`src/rtl/vnq_pkg.sv`:
```
// Shared types and constants for the vector normalizer.
`timescale 1ns / 1ps

package vnq_pkg;

   localparam int IN_WIDTH           = 16;
   localparam int OUT_WIDTH          = 16;
   localparam int FRAC_BITS_DEFAULT  = 14;
   localparam int SQ_WIDTH           = 2 * IN_WIDTH;
   // magnitude, square and sum/shift stages ahead of the cell chain
   localparam int FRONT_STAGES       = 3;

   typedef struct packed {
      logic signed [IN_WIDTH-1:0] vec_x;
      logic signed [IN_WIDTH-1:0] vec_y;
   } req_type;

   typedef struct packed {
      logic signed [OUT_WIDTH-1:0] sine_q14;
      logic signed [OUT_WIDTH-1:0] cosine_q14;
   } rsp_type;

endpackage

```
`src/rtl/vnq_out.sv`:
```
// Output stage: applies the component sign, saturates +2.0 at 14 fraction bits.
`timescale 1ns / 1ps

module vnq_out import vnq_pkg::*; #(
   parameter int QUO_WIDTH = 15
) (
   input  logic                        clock,
   input  logic                        load,
   input  logic [QUO_WIDTH-1:0]        quo_i,
   input  logic                        neg_i,
   output logic signed [OUT_WIDTH-1:0] value_o
);

   localparam logic [OUT_WIDTH:0] POS_MAX = (OUT_WIDTH + 1)'((1 << (OUT_WIDTH - 1)) - 1);

   logic [OUT_WIDTH:0]   mag;
   logic [OUT_WIDTH:0]   neg_mag;
   logic [OUT_WIDTH-1:0] value_in;
   logic [OUT_WIDTH-1:0] value_ff;

   assign mag     = (OUT_WIDTH + 1)'(quo_i);
   assign neg_mag = ~mag + 1'b1;

   always_comb begin
      priority if (neg_i) begin
         value_in = neg_mag[OUT_WIDTH-1:0];
      end else if (mag > POS_MAX) begin
         value_in = POS_MAX[OUT_WIDTH-1:0];
      end else begin
         value_in = mag[OUT_WIDTH-1:0];
      end
   end

   always_ff @(posedge clock) begin
      if (load) begin
         value_ff <= value_in;
      end
   end

   assign value_o = value_ff;

endmodule

```
`config.mk`:
```
export PLATFORM = sky130hd
export DESIGN_NAME = vnq_out
export DESIGN_NICKNAME = d
export VERILOG_FILES = /design/src/rtl/vnq_pkg.sv /design/src/rtl/vnq_out.sv
export SDC_FILE = /design/constraint.sdc
export NUM_CORES = 1
export LEC_CHECK = 0
export BUFFER_PORTS_ARGS = -buffer_cell sky130_fd_sc_hd__buf_2
export CORE_MARGIN = 1
export CORE_UTILIZATION = 45
export CTS_CLUSTER_SIZE = 24
export DETAILED_ROUTE_END_ITERATION = 7
export MAX_ROUTING_LAYER = met4
export PLACE_DENSITY_LB_ADDON = 0.05
export SLEW_MARGIN = 30
export SYNTH_ARGS = -nofsm -noshare
export SYNTH_HDL_FRONTEND = slang
export SYNTH_SLANG_ARGS = --single-unit
```
`constraint.sdc`:
```
create_clock -name clock -period 2.03 [get_ports clock]
set_input_delay 0.406 -clock clock [delete_from_list [all_inputs] [get_ports clock]]
set_output_delay 0.406 -clock clock [all_outputs]
set_load 0.01 [all_outputs]
```
* After elaboration in Yosys (flattened, before gate mapping)
Index checks and enable logic that the tools add are counted.
** Word-level totals
- Flip-flop bits (word level) :: 16
- Bits in latches :: 0
- Memory bits (writable) :: 0
- Bits in read-only memories :: 0
- Bits of input ports :: 18
- Output and inout port bits :: 16
- Logic and storage cells :: 6
- Memories :: 0
** Operators by class
- $add $sub $neg :: 1
- Multipliers :: 0
- Div/mod/pow operators :: 0
- Magnitude comparators :: 1
- Eq/ne operators :: 0
- Shifts and indexed selects :: 0
- Mux-type cells :: 2
- Bitwise operators :: 1
- Reductions and logical operators :: 0
** Operator list (number)
- adder 16 x 1 -> 16 bit (second input constant) :: 1
- two-way mux 16 bit :: 1
- NOT 15 -> 16 bit :: 1
- greater-than comparator 15 bit (second input constant) :: 1
- two-way mux 15 bit :: 1

* Logic depth before layout (Yosys ltp)
- Word-level depth :: 3
- Gate-level depth with buffers :: 6
- Depth with buffers taken out :: 5

* Worst setup path after synthesis
Ideal clock, no wire load.
- Kind :: input to register
- From :: input port quo_i[9]
- To :: register value_ff[15], in the netlist value_o[15] (data pin)
- Library setup time :: 0.254 ns
- Arrival time :: 1.626 ns
- Data required time :: 1.776 ns
- Setup slack :: 0.149 ns
- Cell stages on the path :: 3
- Path buffers :: 0
- Cell sequence :: or4_4 -> or4_1 -> o21a_1
** On the way
- Cells in the longest elaborated chain, start to end :: 3
** RTL lines
- from (decl) :: RTL line vnq_out.sv:9 : input logic [QUO_WIDTH-1:0] quo_i,
- NOT 15 -> 16 bit :: RTL line vnq_out.sv:22 : assign neg_mag = ~mag + 1'b1;
- adder 16 x 1 -> 16 bit :: RTL line vnq_out.sv:22
- two-way mux 16 bit :: RTL line vnq_out.sv:25 : priority if (neg_i) begin
- to (signal assigned) :: RTL line vnq_out.sv:36 : value_ff <= value_in;
- to (decl) :: RTL line vnq_out.sv:19 : logic [OUT_WIDTH-1:0] value_ff;
Every way passes these cells.
A chain may end at the register's enable or synchronous reset.

* Worst setup path in the final report
- From :: input port quo_i[1]
- To :: register value_ff[14], in the netlist value_o[14] (data pin)
** On the way
- Cells in the longest elaborated chain, start to end :: 3
- Elaborated cells on any way between the ends :: 5
- Classes of those cells :: add/sub (1); order compare (1); mux (2); bitwise (1)
** RTL lines
- greater-than comparator 15 bit or NOT 15 -> 16 bit (tied branches) :: RTL line vnq_out.sv:27, vnq_out.sv:22
- two-way mux 15 bit or adder 16 x 1 -> 16 bit (tied branches) :: RTL line vnq_out.sv:27, vnq_out.sv:22
- two-way mux 16 bit (*) :: RTL line vnq_out.sv:25
- via value_in[14] :: RTL line vnq_out.sv:18 : logic [OUT_WIDTH-1:0] value_in;
The timed path passes the listed nets; every way through them passes the cells marked *.

==> results_dict.tcl <==
set metrics [dict create \
    post-route-util 0.660 \
    yosysSeqAreaShare 0.601 \
    diodes 0 \
    dieWidth_um 44.2 \
    clk_path_buf_depth 2 \
    ir_worst_vdd_mv 0.352 \
    clkTransAtPathRegs_ns 0.09 \
    postCtsSetupBuffers 0 \
    period_needed_ns 1.80 \
    cts_tree "done" \
    end_kind "flop" \
    gp_congestion 0.732 \
    critPathMaxFanout 5 \
    dr_total_vias 602 \
    antenna_found_initial 0 \
    hp-class "input pin to flop" \
    grt_use_met3 0.0245 \
    clock_sinks 16 \
    slowest_stage "or3b_2" \
    rsz0062_at_grt "no" \
    path_cells "buf_2, inv_1, ha_1, or3b_2, o41ai_1, xnor2_1" \
    nets 119 \
    numCtsBuffers 3 \
    cp.required_ns 2.06 \
    drtIter0Drc 5 \
    fin_hold_ws_ns 0.343 \
    fp-row-count 14 \
    final_common_cell "buf_2" \
    cap_violations 0 \
    layout-drive-gt1-share 0.465 \
    cts_htree_levels 1 \
    port_buffers 33 \
    grt_busiest_layer "met2" \
    syn_inst 60 \
    setup_viol 0 \
    io_pins 34 \
    detailedPlace.worstSlack_ns -0.0364 \
    syn_avg_cell_area_sq_um 13.3 \
    final_cell_mix "33 x buf_2, 16 x edfxtp_1, 13 x xnor2_1" \
    cts_resized 0 \
    critPathTopFamily "simple AND/OR/NAND/NOR gates" \
    p_leak_nw 0.412 \
    use_met1 0.181 \
    gr-usage-met2 0.288 \
    synth_seq_cells 16 \
    first_pass_iters 6 \
    synth_area_leaders "edfxtp_1 60%, xnor2_1 14%, o31ai_1 4.7%" \
    p_total_mw 0.715 \
    dpl.hpwl_mm 1.02 \
    setup_slack_ns 0.229 \
    relSlewSlack 0.695 \
    die_h_um 44.2 \
    synth_top_area_frac 0.601 \
    cp-start-kind "input pin" \
    finalWirelength_mm 1.32 \
    ctsHoldBuffers 0 \
    overflow 0 \
    fp.coreArea_sq_mm 0.00158 \
    fmax_ghz 0.555 \
    dieArea_sq_mm 0.00195 \
    grt_pass1_wl_mm 2.26 \
    wl_per_cell_um 11.5 \
    finalSetupTns_ns 0 \
    area_growth_syn_to_layout_pct 30.2 \
    initial_core_util 0.507 \
    arrival_ns 1.83 \
    timing_worst_setup_path_type "input pin to flop" \
    netlist_area_sq_um 800 \
    worstMarginPinSlew_ns 0.452 \
    cp_num_buf_inv 2 \
    ys_warn_count 0 \
    viasPerCell 5.23 \
    cpPeakStageDelay_ns 0.51 \
    grt_pass1_vias 570 \
    outcome "completed" \
    antenna_left 0 \
    fill_cells 140 \
    grt_usage 0.166 \
    ys_types 17 \
    multi_input_area_sq_um 297 \
    drv_slew 0 \
    largest_register_ffs 16 \
    grt_max_degree 17 \
    drc 0 \
    seq_area_sq_um 480 \
    power.density_mw_per_mm2 687 \
    final-hold-violation-count 0 \
    syn_nets 79 \
    cts-root-buf "clkbuf_4" \
    fin_crit_sh 0.887 \
    yosysTopAreaCell "edfxtp_1" \
]
## layer usage
layer / routed length [um] / vias to the layer above
li1: - / 308
met1: 590 / 273
met2: 675 / 19
met3: 46 / 2
met4: 10 / 0
met5: 0 / -
## logic make-up after synthesis
kind of cell | after synthesis | share of synthesized area
AOI/OAI and AO/OA | 13 | 0.119
adders and majority gates | 1 | 0.0156
buffers and inverters | 6 | 0.0282
DFF | 16 | 0.601
and+or+nand+nor | 11 | 0.0939
xor gates and xnor gates | 13 | 0.142
## through the flow
stage / std cells / cell area, sq um
global placement: 111 / 1010
detailed placement: 111 / 1010
finish: 115 / 1040
global route: 115 / 1040
CTS: 115 / 1040
floorplan: 60 / 800
## final timing paths
kind | cells past startpoint | to | startpoint
max | 6 | value_o[14] | quo_i[1]
min | 1 | value_o[0] | quo_i[0]
## power breakdown
part | switching [mW] | internal (mW)
clock | 0.0958 | 0.0712
combinational | 0.0719 | 0.0656
sequential | 0.00615 | 0.404
## Yosys cell counts (all sizes together)
cell and count:
edfxtp 16, xnor2 13, o31ai 5, clkbuf 4, o41ai 4, o21ai 3, or3 3, or4 3
inv 2, nand2 2, ha 1, nand2b 1, o21a 1, or2 1, or3b 1
## area by class of cell
| type | instances | area share |
|---|---|---|
| clock buffers | 3 | 0.0216 |
| inverters | 2 | 0.00721 |
| multi-input cells | 38 | 0.285 |
| flip-flops and latches | 16 | 0.462 |
| repair buffers | 39 | 0.202 |
| clock inverters | 1 | 0.00361 |
| well taps | 16 | 0.0192 |
Note: power is estimated with default switching activity, not from simulation.
