$ cat src/rtl/vnq_pkg.sv
// Shared types and constants for the vector normalizer.
`timescale 1ns / 1ps

package vnq_pkg;

   localparam int IN_WIDTH           = 16;
   localparam int OUT_WIDTH          = 16;
   localparam int FRAC_BITS_DEFAULT  = 14;
   localparam int SQ_WIDTH           = 2 * IN_WIDTH;
   // magnitude, square and sum/shift stages ahead of the cell chain
   localparam int FRONT_STAGES       = 3;

   typedef struct packed {
      logic signed [IN_WIDTH-1:0] vec_x;
      logic signed [IN_WIDTH-1:0] vec_y;
   } req_type;

   typedef struct packed {
      logic signed [OUT_WIDTH-1:0] sine_q14;
      logic signed [OUT_WIDTH-1:0] cosine_q14;
   } rsp_type;

endpackage

$ cat src/rtl/vnq_cell.sv
// One quotient bit: trial (q + 2^BIT)^2 * sq against the running residue.
`timescale 1ns / 1ps

module vnq_cell import vnq_pkg::*; #(
   parameter int BIT        = 0,
   parameter int RES_WIDTH  = 64,
   parameter int PROD_WIDTH = 48,
   parameter int QUO_WIDTH  = 15
) (
   input  logic                  clock,
   input  logic                  load,
   input  logic [SQ_WIDTH-1:0]   sq_i,
   input  logic [RES_WIDTH-1:0]  res_i,
   input  logic [PROD_WIDTH-1:0] prod_i,
   input  logic [QUO_WIDTH-1:0]  quo_i,
   input  logic                  neg_i,
   output logic [SQ_WIDTH-1:0]   sq_o,
   output logic [RES_WIDTH-1:0]  res_o,
   output logic [PROD_WIDTH-1:0] prod_o,
   output logic [QUO_WIDTH-1:0]  quo_o,
   output logic                  neg_o
);

   logic [RES_WIDTH-1:0]  trial;
   logic                  take;

   logic [SQ_WIDTH-1:0]   sq_ff;
   logic [RES_WIDTH-1:0]  res_ff;
   logic [PROD_WIDTH-1:0] prod_ff;
   logic [QUO_WIDTH-1:0]  quo_ff;
   logic                  neg_ff;

   // res = mag^2 * 2^2F - q^2 * sq, prod = q * sq
   // increment of q^2*sq for bit b: 2*b*prod + b^2*sq
   assign trial = (RES_WIDTH'(prod_i) << (BIT + 1)) + (RES_WIDTH'(sq_i) << (2 * BIT));
   // zero vector stays at zero
   assign take  = (sq_i != '0) && (trial <= res_i);

   always_ff @(posedge clock) begin
      if (load) begin
         sq_ff  <= sq_i;
         neg_ff <= neg_i;
         if (take) begin
            res_ff  <= res_i - trial;
            prod_ff <= prod_i + (PROD_WIDTH'(sq_i) << BIT);
            quo_ff  <= quo_i | (QUO_WIDTH'(1) << BIT);
         end else begin
            res_ff  <= res_i;
            prod_ff <= prod_i;
            quo_ff  <= quo_i;
         end
      end
   end

   assign sq_o   = sq_ff;
   assign res_o  = res_ff;
   assign prod_o = prod_ff;
   assign quo_o  = quo_ff;
   assign neg_o  = neg_ff;

endmodule

$ cat config.mk
export PLATFORM = sky130hd
export DESIGN_NAME = vnq_cell
export DESIGN_NICKNAME = d
export VERILOG_FILES = /design/src/rtl/vnq_pkg.sv /design/src/rtl/vnq_cell.sv
export SDC_FILE = /design/constraint.sdc
export NUM_CORES = 1
export LEC_CHECK = 0
export ABC_AREA = 0
export BUFFER_PORTS_ARGS = -buffer_cell sky130_fd_sc_hd__buf_2
export CAP_MARGIN = 20
export CORE_MARGIN = 1
export CORE_UTILIZATION = 50
export DETAILED_ROUTE_END_ITERATION = 16
export PLACE_DENSITY = 0.85
export SYNTH_ARGS = -nofsm -noshare
export SYNTH_HDL_FRONTEND = slang
export SYNTH_SLANG_ARGS = --single-unit
$ cat constraint.sdc
create_clock -name clock -period 9 [get_ports clock]
set_input_delay 1.8 -clock clock [delete_from_list [all_inputs] [get_ports clock]]
set_output_delay 1.8 -clock clock [all_outputs]
set_load 0.02 [all_outputs]
# Yosys cells after proc, flatten, opt, wreduce, memory -nomap -nowiden
# Index checks and enable logic that the tools add are counted.
# Widths: inputs -> output; s select.
[op_classes] n_mux=2 magnitude_cmp=1 n_reduce_logical=2 n_addsub=3
[op_table] op="$le 50x64->1" count=1
[op_table] op="$mux 64" count=1
[op_table] op="$sub 64x50->64" count=1
[op_table] op="$add 49x32->50" count=1
[op_table] op="$add 48x32->48" count=1
[op_table] op="$mux 48" count=1
[op_table] op="$reduce_bool 32->1" count=1
[op_table] op="$logic_and 1x1->1" count=1
[totals] out_inout_bits=160 reg_bits=160 input_bits=162 elab_cells=14

# Longest topological paths before layout
[depth] word_depth=4 mapped_depth=26 ltp_nobuf=22

# Worst setup path before layout
# Ideal clock, no wire load.
[synth_path] path_kind="in2reg" startpoint="in sq_i[1]" endpoint="reg prod_ff[0] (netlist: prod_o[0]), data pin" required_time_ps=8740 n_path_buf=4 arrival_ps=6547 path_stages=24 path_slack_ps=2193 setup_ps=260 path_cell_list="ha_1 inv_1 fa_1 nand2b_1 a21oi_1 o211ai_1 a21oi_1 a31oi_1 o21bai_1 a221o_1 clkbuf_1 nand4_1 xor2_1 ha_1 clkbuf_1 a21o_1 o21bai_1 a211oi_1 o221a_1 a31oi_1 nor3b_2 buf_6 buf_2 mux2_2"
[synth_via] elab_chain_len=4 elab_cells_between_ends=5 classes_between="add/sub: 1; order compare: 1; mux: 1; reduce/logical: 2"
[synth_lines] element="start, declared" line="vnq_cell.sv:12" source="input logic [SQ_WIDTH-1:0] sq_i,"
[synth_lines] element="$add 49x32->50" line="vnq_cell.sv:35" source="assign trial = (RES_WIDTH'(prod_i) << (BIT + 1)) + (RES_WIDTH'(sq_i) << (2 * BIT));"
[synth_lines] element="$le 50x64->1" line="vnq_cell.sv:37" source="assign take = (sq_i != '0) && (trial <= res_i);"
[synth_lines] element="$logic_and 1x1->1 (*)" line="vnq_cell.sv:37"
[synth_lines] element="$mux 48 (*)" line="vnq_cell.sv:43" source="if (take) begin"
[synth_lines] element="end signal, assigned" line="vnq_cell.sv:45" source="prod_ff <= prod_i + (PROD_WIDTH'(sq_i) << BIT);"
[synth_lines] element="end signal, assigned" line="vnq_cell.sv:49" source="prod_ff <= prod_i;"
[synth_lines] element="end, declared" line="vnq_cell.sv:29" source="logic [PROD_WIDTH-1:0] prod_ff;"
# Mark *: on every way between the ends. The rest lies on a longest branch, timed or not.
# A chain may end at the register's enable or synchronous reset.

# Worst setup path after layout
[layout_path] startpoint="in sq_i[1]" endpoint="reg prod_ff[36] (netlist: prod_o[36]), data pin"
[layout_via] elab_chain_len=4 elab_cells_between_ends=6 classes_between="add/sub: 2; order compare: 1; mux: 1; reduce/logical: 2"
[layout_lines] element="$add 49x32->50" line="vnq_cell.sv:35"
[layout_lines] element="$le 50x64->1" line="vnq_cell.sv:37"
[layout_lines] element="$logic_and 1x1->1" line="vnq_cell.sv:37"
[layout_lines] element="$mux 48 (*)" line="vnq_cell.sv:43"
# Marks and branches as above.

==> qor.yml <==
cts:
  hold_buffers: 0
  clockBufferDepth: 2
  htree_levels: 4
  cts_setup_buffers: 0
  cts_made_buffers: 17
  cts_root_buffer: "clkbuf_16"
  ctsResizeCount: 0
  cts.sinks: 160
  cts_tree: "built"
  path_clk_slew_ns: 0.07
grt:
  grt_usage_pct: 28.4
  overflow: 0
  grt_max_degree: 139
  antenna_found_initial: 5
  grt_pass1_vias: 11332
  grt_pass1_wl_um: 58500
synth:
  yosys.area.top_type: "edfxtp_1"
  syn_inst: 1379
  synth-edff-count: 160
  ys_top_cells_by_area: "edfxtp_1 38%, ha_1 11%, o21ai_0 5.1%"
  synth_top_area_share_pct: 37.5
  async_flop_share_pct: 0
  ys_seq_area_share_pct: 37.5
  ys.flop_type: "edfxtp_1"
  synthesis.area_sq_mm: 0.0128
  syn_area_per_cell_sq_um: 9.29
  synth_warnings: 0
  syn-num-nets: 1657
  synth_seq_cells: 160
  synth.distinct_cells: 73
cells_and_area:
  fin_nets: 1943
  final_common_cell: "buf_2"
  synthToLayoutAreaGrowth_pct: 18.6
  finalNonFillerCells: 2013
  final_core_util_pct: 60.3
  final_cell_area_sq_mm: 0.0152
  drive_above_1_share_pct: 22.4
  final_cell_mix: "320 x buf_2, 171 x nand2_1, 160 x edfxtp_1, 130 x o21ai_0, 113 x ha_1"
die:
  chipHeight_um: 162
  io_pins: 322
  die_width_um: 162
  core_area_sq_mm: 0.0252
  placementRows: 58
  fp.dieArea_sq_mm: 0.0263
  initial_core_util_pct: 50.9
worst_setup_path:
  startpoint: "sq_i[1]"
  cp_max_fo: 29
  slowest_stage: "a211oi_1"
  critical_path_class: "in2reg"
  cp_slowest_stage_delay_ns: 0.46
  cp.arrival_ns: 7.83
  startpoint_type: "primary input"
  path_delay_family: "compound AO/OA/AOI/OAI gates"
  path_buf_inv: 4
  crit_path_cell_trace: "buf_2, ha_1, inv_1, fa_1, nand2b_1, a21oi_1, o211ai_1, a21oi_1, a31oi_1, o21bai_1, a221o_1, nand4_1, xor2_1, ha_1, a21o_1, o21bai_1, a211oi_1, o221a_1, a31oi_1, nor3b_4, buf_4, inv_1, nand4_1, xnor2_1"
  worstSetupEndpointType: "register"
  crit_required_ns: 9.19
drt:
  first_pass_iters: 5
  finalWirelength_um: 38200
  drt_iter0_drc: 1256
  drc_errors: 0
  routed_via_density: 5.99
  ant_nets: 0
  drt-wirelength-per-cell_um: 19.0
  vias: 12048
pwr:
  cellLeakagePower_nw: 6.37
  power.density_mw_per_mm2: 193
  total_power_mw: 2.93
  clkPwrFrac_pct: 24.3
  power.switching_mw: 1.14
  pwr-share-comb_pct: 40.8
  pwr-share-seq_pct: 35.0
  ir_drop_mv: 0.100
  p_int_mw: 1.78
  p_sw_share_pct: 39.0
hold_path:
  min-delay-start: "quo_i[3]"
  hp-class: "in2reg"
placed_design:
  post_dp_cell_area_sq_mm: 0.0146
  gp_congestion: 0.939
  dpl.cell_count: 1976
  io_buffers: 321
  place_ws_ns: 1.02
  hpwl_um: 29800
timing:
  worst_hold_slack_ns: 1.54
  rsz0062_at_grt: "no"
  slew_violations: 0
  finalCritPeriodShare_pct: 84.9
  tns_ns: 0
  relSlewSlack_pct: 33.7
  fin_ws_ns: 1.36
  max_freq_mhz: 131
  worst_slew_pin_slew_ns: 0.995
  finalSetupViolCount: 0
  finalHoldViolations: 0
  period_minus_slack_ns: 7.64
outcome:
  outcome: "finished, final reports clean"
job:
  drv_cap: 0
worst paths after layout:
check                   endpoint  slack (ns)  cells after the start
worst min-delay path    quo_o[3]        1.54                      1
worst max-delay path  prod_o[36]        1.36                     24
Yosys cell counts (all sizes together), types with 25 or more instances:
cell type	count
nand2	171
edfxtp	160
o21ai	136
ha	113
a21oi	108
xor2	74
xnor2	73
nor2	68
a21o	63
nand4	46
clkbuf	33
inv	27
buf	25
layout make-up:
| cell class | instances | area [sq um] |
|---|---|---|
| clock buffers | 18 | 429 |
| multi-input cells | 1134 | 7650 |
| inverters | 27 | 101 |
| diodes | 5 | 12.5 |
| clock inverters | 14 | 121 |
| well taps | 330 | 413 |
| repair buffers | 325 | 1660 |
| fillers | 2119 | 9990 |
| flip-flops and latches | 160 | 4800 |
kinds of logic after synthesis:
| group | count (synthesis) | synth area share (%) |
|---|---|---|
| fa+ha+maj | 116 | 11.5 |
| xor+xnor | 147 | 10.1 |
| buf+inv | 85 | 2.79 |
| flops | 160 | 37.5 |
| compound gates | 434 | 21.2 |
| mux | 3 | 0.264 |
| simple gates | 434 | 16.6 |
state kept, by name, indices dropped and copies added, names as in the netlist:
name / cells
neg_o: 1
prod_o: 48
quo_o: 15
res_o: 64
sq_o: 32
power by group through the flow:
stage | logic, mW | clock network [mW] | registers (mW)
2_1_floorplan | 0.645 | 0 | 1.19
4_1_cts | 1.18 | 0.717 | 1.02
6_report | 1.19 | 0.710 | 1.02
3_5_place_dp | 1.17 | 0 | 1.04
3_3_place_gp | 1.16 | 0 | 1.04
5_1_grt | 1.30 | 0.747 | 1.03
layer usage:
| layer | vias to the layer above | GRT usage, % | routed length (um) |
|---|---|---|---|
| met5 | - | 0 | 0 |
| met4 | 0 | 11.6 | 1310 |
| met3 | 79 | 4.32 | 2700 |
| met2 | 552 | 46.0 | 17500 |
| met1 | 5646 | 38.0 | 16700 |
| li1 | 5771 | - | - |
Note: power is estimated with default switching activity, not from simulation.
