$ cat src/rtl/vnq_pkg.sv
// Shared types and constants for the vector normalizer.
`timescale 1ns / 1ps

package vnq_pkg;

   localparam int IN_WIDTH           = 16;
   localparam int OUT_WIDTH          = 16;
   localparam int FRAC_BITS_DEFAULT  = 14;
   localparam int SQ_WIDTH           = 2 * IN_WIDTH;
   // magnitude, square and sum/shift stages ahead of the cell chain
   localparam int FRONT_STAGES       = 3;

   typedef struct packed {
      logic signed [IN_WIDTH-1:0] vec_x;
      logic signed [IN_WIDTH-1:0] vec_y;
   } req_type;

   typedef struct packed {
      logic signed [OUT_WIDTH-1:0] sine_q14;
      logic signed [OUT_WIDTH-1:0] cosine_q14;
   } rsp_type;

endpackage

$ cat src/rtl/vnq_front.sv
// Front stages: component magnitudes, squares, squared length and scaled residues.
`timescale 1ns / 1ps

module vnq_front import vnq_pkg::*; #(
   parameter int FRAC_BITS = FRAC_BITS_DEFAULT,
   parameter int RES_WIDTH = 2 * IN_WIDTH + 2 * FRAC_BITS + 2
) (
   input  logic                    clock,
   input  logic [FRONT_STAGES-1:0] load,
   input  req_type                 req_data,
   output logic [SQ_WIDTH-1:0]     sq_o,
   output logic [RES_WIDTH-1:0]    res_x_o,
   output logic [RES_WIDTH-1:0]    res_y_o,
   output logic                    neg_x_o,
   output logic                    neg_y_o
);

   logic [IN_WIDTH-1:0] raw_x;
   logic [IN_WIDTH-1:0] raw_y;
   logic [IN_WIDTH-1:0] mag_x_in;
   logic [IN_WIDTH-1:0] mag_y_in;

   logic [IN_WIDTH-1:0] mag_x_ff;
   logic [IN_WIDTH-1:0] mag_y_ff;
   logic                neg_a_x_ff;
   logic                neg_a_y_ff;
   logic [SQ_WIDTH-1:0] sqr_x_ff;
   logic [SQ_WIDTH-1:0] sqr_y_ff;
   logic                neg_b_x_ff;
   logic                neg_b_y_ff;
   logic [SQ_WIDTH-1:0] sq_ff;
   logic [RES_WIDTH-1:0] res_x_ff;
   logic [RES_WIDTH-1:0] res_y_ff;
   logic                neg_c_x_ff;
   logic                neg_c_y_ff;

   assign raw_x = req_data.vec_x;
   assign raw_y = req_data.vec_y;

   // most negative input maps to 2^(IN_WIDTH-1), still fits unsigned
   assign mag_x_in = raw_x[IN_WIDTH-1] ? (~raw_x + 1'b1) : raw_x;
   assign mag_y_in = raw_y[IN_WIDTH-1] ? (~raw_y + 1'b1) : raw_y;

   always_ff @(posedge clock) begin
      if (load[0]) begin
         mag_x_ff   <= mag_x_in;
         mag_y_ff   <= mag_y_in;
         neg_a_x_ff <= raw_x[IN_WIDTH-1];
         neg_a_y_ff <= raw_y[IN_WIDTH-1];
      end
      if (load[1]) begin
         sqr_x_ff   <= SQ_WIDTH'(mag_x_ff) * SQ_WIDTH'(mag_x_ff);
         sqr_y_ff   <= SQ_WIDTH'(mag_y_ff) * SQ_WIDTH'(mag_y_ff);
         neg_b_x_ff <= neg_a_x_ff;
         neg_b_y_ff <= neg_a_y_ff;
      end
      if (load[2]) begin
         sq_ff      <= sqr_x_ff + sqr_y_ff;
         res_x_ff   <= RES_WIDTH'(sqr_x_ff) << (2 * FRAC_BITS);
         res_y_ff   <= RES_WIDTH'(sqr_y_ff) << (2 * FRAC_BITS);
         neg_c_x_ff <= neg_b_x_ff;
         neg_c_y_ff <= neg_b_y_ff;
      end
   end

   assign sq_o    = sq_ff;
   assign res_x_o = res_x_ff;
   assign res_y_o = res_y_ff;
   assign neg_x_o = neg_c_x_ff;
   assign neg_y_o = neg_c_y_ff;

endmodule

$ cat config.mk
export PLATFORM = sky130hd
export DESIGN_NAME = vnq_front
export DESIGN_NICKNAME = d
export VERILOG_FILES = /design/src/rtl/vnq_pkg.sv /design/src/rtl/vnq_front.sv
export SDC_FILE = /design/constraint.sdc
export NUM_CORES = 1
export LEC_CHECK = 0
export BUFFER_PORTS_ARGS = -buffer_cell sky130_fd_sc_hd__buf_2
export CAP_MARGIN = 10
export CORE_UTILIZATION = 60
export DETAILED_ROUTE_END_ITERATION = 10
export PLACE_DENSITY = 0.8
export SYNTH_ARGS = -nofsm -noshare
export SYNTH_HDL_FRONTEND = slang
export SYNTH_SLANG_ARGS = --single-unit
export TNS_END_PERCENT = 100
$ cat constraint.sdc
create_clock -name clock -period 7.4 [get_ports clock]
set_input_delay 1.48 -clock clock [delete_from_list [all_inputs] [get_ports clock]]
set_output_delay 1.48 -clock clock [all_outputs]
set_load 0.02 [all_outputs]
Word level (Yosys, flattened, before mapping)
Cells that the tools add are included.
- $add $sub $neg: 3
- multipliers: 2
- div/mod/pow operators: 0
- $lt $le $gt $ge: 0
- equal/unequal tests: 0
- shift operators: 0
- mux-type cells: 2
- bitwise logic cells: 2
- reductions and logical operators: 0
- operators by type and width (cell ; number):
    multiplier 16 x 16 -> 32 bit ; 2
    adder 16 x 1 -> 16 bit, second input constant ; 2
    adder 32 bit ; 1
    NOT 16 bit ; 2
    2-to-1 mux 15 bit ; 2
- flip-flop bits (word level): 198
- bits in latches: 0
- bits in writable memories: 0
- bits in read-only memories: 0
- memories kept: 0

Longest topological paths before layout
- depth after elaboration: 3
- mapped depth: 25
- gate-level depth less buffers: 23

Least setup slack after synthesis
No wires, ideal clock.
- path type: reg-to-reg
- start: register mag_y_ff[4]
- end: register sqr_y_ff[24] (data pin)
- arrival time: 5.751 ns
- data required time: 7.134 ns
- path slack: 1.383 ns
- cell stages (with the launch flop): 22
- path buffers: 2
- path through: edfxtp_1 clkbuf_1 clkbuf_1 nand2_1 fa_1 fa_1 inv_1 fa_1 fa_1 fa_1 inv_1 fa_1 inv_1 ha_1 a21oi_1 o21ai_0 a41oi_1 o21ai_2 a31o_2 a41oi_2 a21boi_0 xor2_1
- longest elaborated chain between the ends: 1
- ends and longest elaborated chain (item ; RTL line ; text):
    start: declaration ; vnq_front.sv:24 ; logic [IN_WIDTH-1:0] mag_y_ff;
    start signal: assignment ; vnq_front.sv:47 ; mag_y_ff <= mag_y_in;
    multiplier 16 x 16 -> 32 bit ; vnq_front.sv:53 ; sqr_y_ff <= SQ_WIDTH'(mag_y_ff) * SQ_WIDTH'(mag_y_ff);
    end signal: assignment ; vnq_front.sv:53 ;
    end: declaration ; vnq_front.sv:28 ; logic [SQ_WIDTH-1:0] sqr_y_ff;
Every way passes these cells.
A chain may end at the register's enable or synchronous reset.

Final worst setup path
- start: register mag_y_ff[6]
- end: register sqr_y_ff[29] (data pin)
Same word-level chain as after synthesis.

==> flow_summary_export.csv <==
group,metric,value,unit
synth,ys_ff_latch,194,
timing,rsz0062_at_grt,"false",
global_route,grtUsageMet2,44.7,%
place,portBuffers,131,
critical_path,cp.arrival,6.91,ns
cts,root_buffer,"clkbuf_16",
critical_path,start_kind,"flop",
floorplanning,boundaryPins,194,
synth,ys_top_cells_by_area,"fa_1 29%, edfxtp_1 26%, ha_1 13%, inv_1 8.6%, xnor2_1 3.7%",
route,viasPerCell,5.42,
synth,synthDistinctLibCells,59,
critical_path,critPathTopFamily,"adder cells",
timing,skew,0.0107,ns
route,drt-pass1-iter-count,5,
global_route,grt_overflow_total,0,
synth,ys_async_sr_fraction,0,%
global_route,grt_pass1_vias,16100,
timing,max_freq,149,MHz
finish,antenna_cells,0,
floorplanning,die_w,196,µm
finish,area_delta_synth_final,6.42,%
cts,postCtsResizedCells,0,
synth,avgSynthCellArea,10.4,µm²
synth,ys_warn_count,0,
cts,cts_tree,"done",
synth,synth_flop_cell,"edfxtp_1",
floorplanning,floorplan.initialDensity,61.3,%
synth,syn_area,22500,µm²
cts,clkLatencyLatePin,0.45,ns
finish,fill_cells,2755,
critical_path,worstSetupEndpointType,"flop",
critical_path,critPathMaxStageDelay,0.79,ns
timing,tightest_slew,0.951,ns
global_route,antenna_found_initial,0,
cts,post_cts_buffers,0,
cts,clkTransAtPathRegs,0.08,ns
timing,slew_headroom,36.6,%
place,gp_congestion,0.916,
global_route,gr-usage-met1,32.5,%
global_route,grt-busiest-layer,"met2",
route,ant_nets,0,
cts,cts_buffers,17,
synth,synth_edf_count,194,
worst_hold_path,holdCritPathClass,"flop to flop",
global_route,grt_pass1_wl,77600,µm
synth,ys_seq_area_share,25.9,%
route,drt_iter0_drc,1077,
cts,clockBufferDepth,2,
floorplanning,row_count,70,
route,wire_per_inst,16.9,µm
timing,finalHoldViolations,0,
critical_path,slowest_stage,"edfxtp_1",
critical_path,crit_top_cell,"fa_1",
place,place_hpwl,38300,µm
status,status,"completed",
route,drc,0,
critical_path,path_cells,"nand2_1 -> fa_1 -> inv_1 -> fa_1 -> fa_1 -> fa_1 -> fa_1 -> inv_1 -> fa_1 -> inv_1 -> ha_1 -> a21o_1 -> a21oi_1 -> o21a_1 -> a21boi_0 -> nor3_1 -> o31ai_1 -> a21oi_1 -> xor2_1",
route,dr_total_vias,15000,
route,drt_wl_total,46600,µm
critical_path,required,7.59,ns
critical_path,cp.buffers_inverters,3,
cts,h-tree-depth,4,
global_route,grtUsageMet3,4.14,%
critical_path,criticalPathCategory,"flop to flop",
finish,drive_gt1_share,8.77,%
global_route,track_usage,25.9,%
cts,clock_sinks,194,
cts,hold_buffers,0,
timing,fin_crit,6.72,ns
floorplanning,placeableCoreArea,36800,µm²
finish,final_common_cell,"inv_1",
finish,final_cell_mix,"516 x inv_1, 324 x fa_1, 233 x ha_1, 194 x edfxtp_1, 184 x nand2_1",
synth,yosys.area.top_type,"fa_1",
critical_path,path_max_fanout,17,
timing,setup_violations,0,
synth,synthCells,2169,
run,drv_cap,0,
floorplanning,die_h,196,µm
synth,synth_top_area_share,28.8,%
finish,fin_nets,2871,
global_route,grt_max_degree,65,
timing,fin_crit_sh,90.8,%
timing,fin_tns_setup,0,ns
floorplanning,die_area,38300,µm²
timing,maxSlewViolCount,0,
[logic make-up after synthesis]
group | share of synthesized area, %
mux | 0.150
other cells | 0.0166
flops | 25.9
simple gates | 9.17
fa+ha+maj | 41.7
compound gates | 6.77
buf+inv | 11.5
xor+xnor | 4.86
[routing by layer]
layer / vias up / share of wire [%]
met5: - / 0
met4: 0 / 3.8
met3: 88 / 6.1
met2: 492 / 50
met1: 7467 / 40
li1: 6914 / -
[area by class of cell]
| cell class | instances | area [µm²] | area share, % |
|---|---|---|---|
| Tap cell | 468 | 586 | 2.44 |
| Clock inverter | 14 | 138 | 0.574 |
| Sequential cell | 194 | 5830 | 24.3 |
| Multi-Input combinational cell | 1411 | 14400 | 59.9 |
| Inverter | 516 | 1940 | 8.08 |
| Clock buffer | 18 | 429 | 1.79 |
| Timing Repair Buffer | 138 | 711 | 2.96 |
[per-stage QoR]
stage | hold WS (ns) | cell area (µm²) | std cells | utilization, % | setup slack [ns]
floorplan | 0.400 | 22800 | 2230 | - | 1.38
global placement | 0.402 | 23400 | 2727 | 63.6 | 0.991
detailed placement | 0.407 | 23400 | 2727 | 63.6 | 0.768
CTS | 0.426 | 24000 | 2759 | 65.2 | 0.756
global route | 0.426 | 24000 | 2759 | 65.2 | 0.409
finish | 0.423 | 24000 | 2759 | 65.2 | 0.683
[final timing paths]
check	from	end	slack [ns]	depth (start not counted)
hold reg to reg	neg_a_y_ff	neg_b_y_ff	0.42	0
setup reg to reg	mag_y_ff[6]	sqr_y_ff[29]	0.68	19
setup / recovery	mag_y_ff[6]	sqr_y_ff[29]	0.68	19
hold / removal	neg_a_y_ff	neg_b_y_ff	0.42	0
[flip-flops by register name (all words and copies together) (netlist names)]
| name | count |
|---|---|
| sq_o | 32 |
| neg_x_o | 1 |
| neg_b_x_ff | 1 |
| mag_y_ff | 16 |
| sqr_x_ff | 31 |
| mag_x_ff | 16 |
| res_y_o | 31 |
| res_x_o | 31 |
| neg_a_y_ff | 1 |
| neg_y_o | 1 |
| sqr_y_ff | 31 |
| neg_b_y_ff | 1 |
| neg_a_x_ff | 1 |
[synth_stat cells (5+ instances only)]
master,instances
nand2_1,184
and3_1,8
xor2_1,31
or2_2,12
clkbuf_1,45
a211o_1,6
a211oi_1,7
nor3_1,13
o21bai_1,6
and2_1,85
a21oi_1,71
fa_1,324
xnor2_1,94
nand2b_1,13
o211ai_1,5
nand4_1,5
o31ai_1,12
edfxtp_1,194
a21boi_0,7
inv_1,516
nor2b_1,11
nor2_1,68
buf_4,62
o21ai_0,30
nand3_1,22
a21o_1,31
ha_1,233
o21a_1,14
a31o_2,6
a31oi_1,5
Power is not shown: default switching activity piles up to over one toggle a cycle in this logic, so the estimate is an artifact.
